--- config.mk ---
export PLATFORM = sky130hd
export DESIGN_NAME = wua_div_cell
export DESIGN_NICKNAME = d
export VERILOG_FILES = /design/src/sv/wide_unsigned_alu64_top_assert.svh /design/src/sv/wua_pkg.sv /design/src/sv/wua_div_cell.sv
export SDC_FILE = /design/constraint.sdc
export NUM_CORES = 1
export LEC_CHECK = 0
export BUFFER_PORTS_ARGS = -buffer_cell sky130_fd_sc_hd__buf_2
export CORE_MARGIN = 4
export CORE_UTILIZATION = 54
export CTS_BUF_LIST = sky130_fd_sc_hd__clkbuf_2 sky130_fd_sc_hd__clkbuf_4 sky130_fd_sc_hd__clkbuf_8
export DETAILED_ROUTE_END_ITERATION = 8
export PLACE_DENSITY = 0.95
export RECOVER_POWER = 50
export REMOVE_ABC_BUFFERS = 1
export SLEW_MARGIN = 5
export SYNTH_ARGS = -nofsm -noshare
export SYNTH_HDL_FRONTEND = slang
export SYNTH_SLANG_ARGS = --single-unit
--- constraint.sdc ---
create_clock -name i_clk -period 5.8 [get_ports i_clk]
set_clock_uncertainty 0.05 [all_clocks]
set_input_delay 0.29 -clock i_clk [delete_from_list [all_inputs] [get_ports i_clk]]
set_output_delay 0.29 -clock i_clk [all_outputs]
set_load 0.05 [all_outputs]
--- src/sv/wide_unsigned_alu64_top_assert.svh ---
// Assertion macros for the wide unsigned ALU top level.
// Included by wide_unsigned_alu64_top; no other dependencies.
`ifndef WIDE_UNSIGNED_ALU64_TOP_ASSERT_SVH
`define WIDE_UNSIGNED_ALU64_TOP_ASSERT_SVH
// Implication checked at every clock edge outside reset.
`define WUA_ASSERT_IMPL(label, clk, rst_n, ante, cons) \
    label: assert property (@(posedge clk) disable iff (!rst_n) (ante) |-> (cons)) \
        else $error("assertion failed");
// Next-cycle implication checked outside reset.
`define WUA_ASSERT_NEXT(label, clk, rst_n, ante, cons) \
    label: assert property (@(posedge clk) disable iff (!rst_n) (ante) |=> (cons)) \
        else $error("assertion failed");
`endif

--- src/sv/wua_pkg.sv ---
// Package for the wide unsigned ALU: widths, commands, status codes,
// the item carried between cells. No dependencies.
package wua_pkg;
    localparam int NumDivCells = 64;
    localparam int MaxShift = 32;

    typedef enum logic [2:0] {
        CMD_ADD = 3'd0, CMD_SUB = 3'd1, CMD_MUL = 3'd2,
        CMD_DIV = 3'd3, CMD_SHL = 3'd4
    } t_cmd;

    typedef enum logic [2:0] {
        ST_OK = 3'd0, ST_OVERFLOW = 3'd1, ST_NEGATIVE = 3'd2,
        ST_SHIFT_BIG = 3'd3, ST_ZERO_DIV = 3'd4
    } t_status;

    // Item handed from cell to cell: for divide, quo holds the dividend
    // bits not yet consumed (shifted left) and gathers quotient bits.
    typedef struct packed {
        logic        vld;
        logic        div;
        logic [63:0] quo;
        logic [16:0] rem;
        logic [15:0] dvs;
        logic [2:0]  status;
    } t_item;
endpackage

--- src/sv/wua_div_cell.sv ---
// One restoring-divide cell: consumes one dividend bit per item per cycle
// while i_en is high, and passes the item on. Uses wua_pkg.
module wua_div_cell (
    input  logic            i_clk,
    input  logic            i_rst_n,
    input  logic            i_en,
    input  wua_pkg::t_item  i_item,
    output wua_pkg::t_item  o_item
);
    wua_pkg::t_item r_item, n_item;
    logic [16:0] w_trial;

    // Shift in next dividend bit, subtract divisor when it fits.
    always_comb begin
        n_item = i_item;
        w_trial = {i_item.rem[15:0], i_item.quo[63]};
        if (i_item.div) begin
            if (w_trial >= {1'b0, i_item.dvs}) begin
                n_item.rem = w_trial - {1'b0, i_item.dvs};
                n_item.quo = {i_item.quo[62:0], 1'b1};
            end else begin
                n_item.rem = w_trial;
                n_item.quo = {i_item.quo[62:0], 1'b0};
            end
        end
    end

    always_ff @(posedge i_clk) begin
        if (!i_rst_n) begin
            r_item.vld <= 1'b0;
        end else if (i_en) begin
            r_item.vld <= n_item.vld;
        end
        if (i_en) begin
            r_item.div <= n_item.div;
            r_item.quo <= n_item.quo;
            r_item.rem <= n_item.rem;
            r_item.dvs <= n_item.dvs;
            r_item.status <= n_item.status;
        end
    end

    assign o_item = r_item;
endmodule

==> flow_summary_export.csv <==
group,metric,value,unit
placement,gp_congestion,0.875,
setup_path,critPathCaptureType,"flip-flop",
global_route,grt_max_degree,105,
global_route,first_global_vias,3844,
timing,finalSetupTns,0,ps
placement,hpwl,9690,um
die,die_x,105,um
route,via_per_inst,5.52,
timing,layout_worst_path_cycle_share,53.8,%
route,vias,3751,
logic_synthesis,ys_types,45,
timing,period_minus_slack,3120,ps
job,maxCapViolations,1,
die,start_util,56.7,%
logic_synthesis,ys.flop_type,"edfxtp_1",
logic_synthesis,ys_seq_area_share,60.6,%
clock_network,postCtsSetupBuffers,0,
finish,syn_to_final_growth,23.2,%
route,drt_pass1_iterations,4,
clock_network,cts_resized,0,
setup_path,critPathLaunch,"i_item[11]",
status,failed_checks,"max-capacitance violations, max-slew violations",
finish,final_common_cell,"buf_2",
placement,io_buffers,206,
min_path,hp-class,"primary input to flip-flop",
clock_network,htreeDepth,3,
timing,fmax,0.321,GHz
timing,setup_ws,2680,ps
die,dieArea,10900,um2
clock_network,clk_latency,360,ps
clock_network,cts_hold_buf,0,
timing,setup_viol,0,
logic_synthesis,async_flop_share,0,%
power,pwr-share-comb,28.9,%
power,max-vdd-ir-drop,0.150,mV
clock_network,clock_sinks,102,
power,internal_power,1200,uW
route,drtAntennaViolNets,0,
setup_path,worst-setup-path-type,"primary input to flip-flop",
logic_synthesis,syn_area_per_cell,13.8,um2
setup_path,r2r-start,"o_item[101]",
finish,diodes,0,
logic_synthesis,syn_inst,365,
clock_network,clkTransAtPathRegs,100,ps
setup_path,worstPathRequired,5860,ps
status,status,"complete, but fails checks",
die,io_pins,207,
finish,drive_above_1_share,33.2,%
placement,dpl.cell_count,664,
global_route,grt_usage,22.6,%
clock_network,cts_tree,"built",
finish,largest_reg_flops,102,
power,seqPwrFrac,48.8,%
finish,layout.nets,689,
global_route,grt_overflow,0,
die,dieHeight,105,um
die,core_area,8890,um2
timing,hold_viol_final,0,
power,power,1870,uW
logic_synthesis,synth_area,5040,um2
setup_path,worstPathMaxFanout,23,
route,wl_per_cell,18.8,um
clock_network,cts_buffer_depth,2,
clock_network,cts_buffers,9,
logic_synthesis,synth_edf_count,101,
logic_synthesis,synth-warning-count,0,
power,p_leak,0.00243,uW
placement,dp_slack,2340,ps
route,drc,0,
route,wirelength,12800,um
finish,final_cells,680,
global_route,grt_pass1_wl,19700,um
finish,fillers,674,
timing,worst_pin_slew,2320,ps
global_route,antenna_found_initial,1,
clock_network,cts-root-buf,"clkbuf_8",
setup_path,start_kind,"primary input",
finish,layout_common_cells,"buf_2 (105), edfxtp_1 (101), clkbuf_1 (100)",
power,clkPwrFrac,22.3,%
logic_synthesis,ys_ff_latch,102,
die,rows,34,
power,power_density,302,nW/um2
route,drt_iter0_drc,141,
min_path,hold_start,"i_item[2]",
timing,maxSlewHeadroom,-54.6,%
power,p_sw_share,36.2,%
power,switchingPower,677,uW
timing,rsz0062_at_grt,"no",
setup_path,cp.arrival,3180,ps
timing,drv_slew,44,
## per-stage QoR
step | area [um2] | hold slack (ps) | util (%)
floorplan | 4970 | 339 | -
global placement | 6150 | 421 | 69.2
detailed placement | 6150 | 421 | 69.2
CTS | 6340 | 40.3 | 71.3
global route | 6210 | 29.2 | 69.8
finish | 6210 | 56.2 | 69.8
## power by group through the flow
stage / clock network, uW / registers [uW] / logic (uW)
after detailed placement: 0 / 928 / 558
after global placement: 0 / 925 / 543
after CTS: 429 / 911 / 559
after global routing: 466 / 920 / 572
after floorplan: 0 / 1170 / 143
final: 418 / 914 / 542
## worst paths after layout
check,to,slack (ps),cells after the start
worst max register to register,o_item[101],5150,2
worst min register to register,o_item[101],480,2
worst max-delay path,o_item[28],2680,10
worst min-delay path,o_item[2],60,1
## synthesized netlist by cell type (all sizes together), types with 3 or more instances
cell / number / area [um2]
edfxtp: 101 / 3030
mux2: 62 / 698
inv: 23 / 86.3
nor2: 22 / 82.6
a21oi: 21 / 105
ha: 16 / 200
nand2: 14 / 52.6
o21ai: 11 / 58.8
mux2i: 10 / 100
buf: 8 / 36.3
clkbuf: 8 / 30.0
xnor2: 8 / 70.1
nand2b: 6 / 37.5
a31oi: 5 / 31.3
nand3: 5 / 25.0
a211oi: 4 / 35.0
nor2b: 4 / 25.0
o221ai: 4 / 35.0
xor2: 4 / 35.0
a21o: 3 / 22.5
nand4: 3 / 18.8
## routing by layer
layer  global-route usage, %  part of all wire (%)
met1                    24.8                    35
met3                    5.92                   8.9
met4                    6.37                   1.7
met5                       0                  0.10
met2                    43.1                    54
## worst max-delay path: stages
cell and delay [ps]:
clkbuf_1 100, inv_1 60, ha_1 390, a21oi_1 300
o21ai_1 130, or3b_1 180, o2111ai_1 180, a21boi_2 980
and4b_1 290, a311o_1 280
## cells by family after synthesis
family / share of synthesized area, %
muxes: 15.8
AOI/OAI and AO/OA: 7.70
and+or+nand+nor: 6.38
buffers and inverters: 3.03
DFF: 60.6
xor gates and xnor gates: 2.09
adders and majority gates: 4.37
## layout make-up
class	instances	area [um2]	share of cell area [%]
inverter	23	86.3	1.39
clock inverter	7	57.6	0.927
sequential	102	3050	49.2
clock buffer	9	124	2.00
timing repair buffer	207	916	14.8
tap	108	135	2.18
multi-input combinational	224	1840	29.6
(Power assumes the default switching activity.)
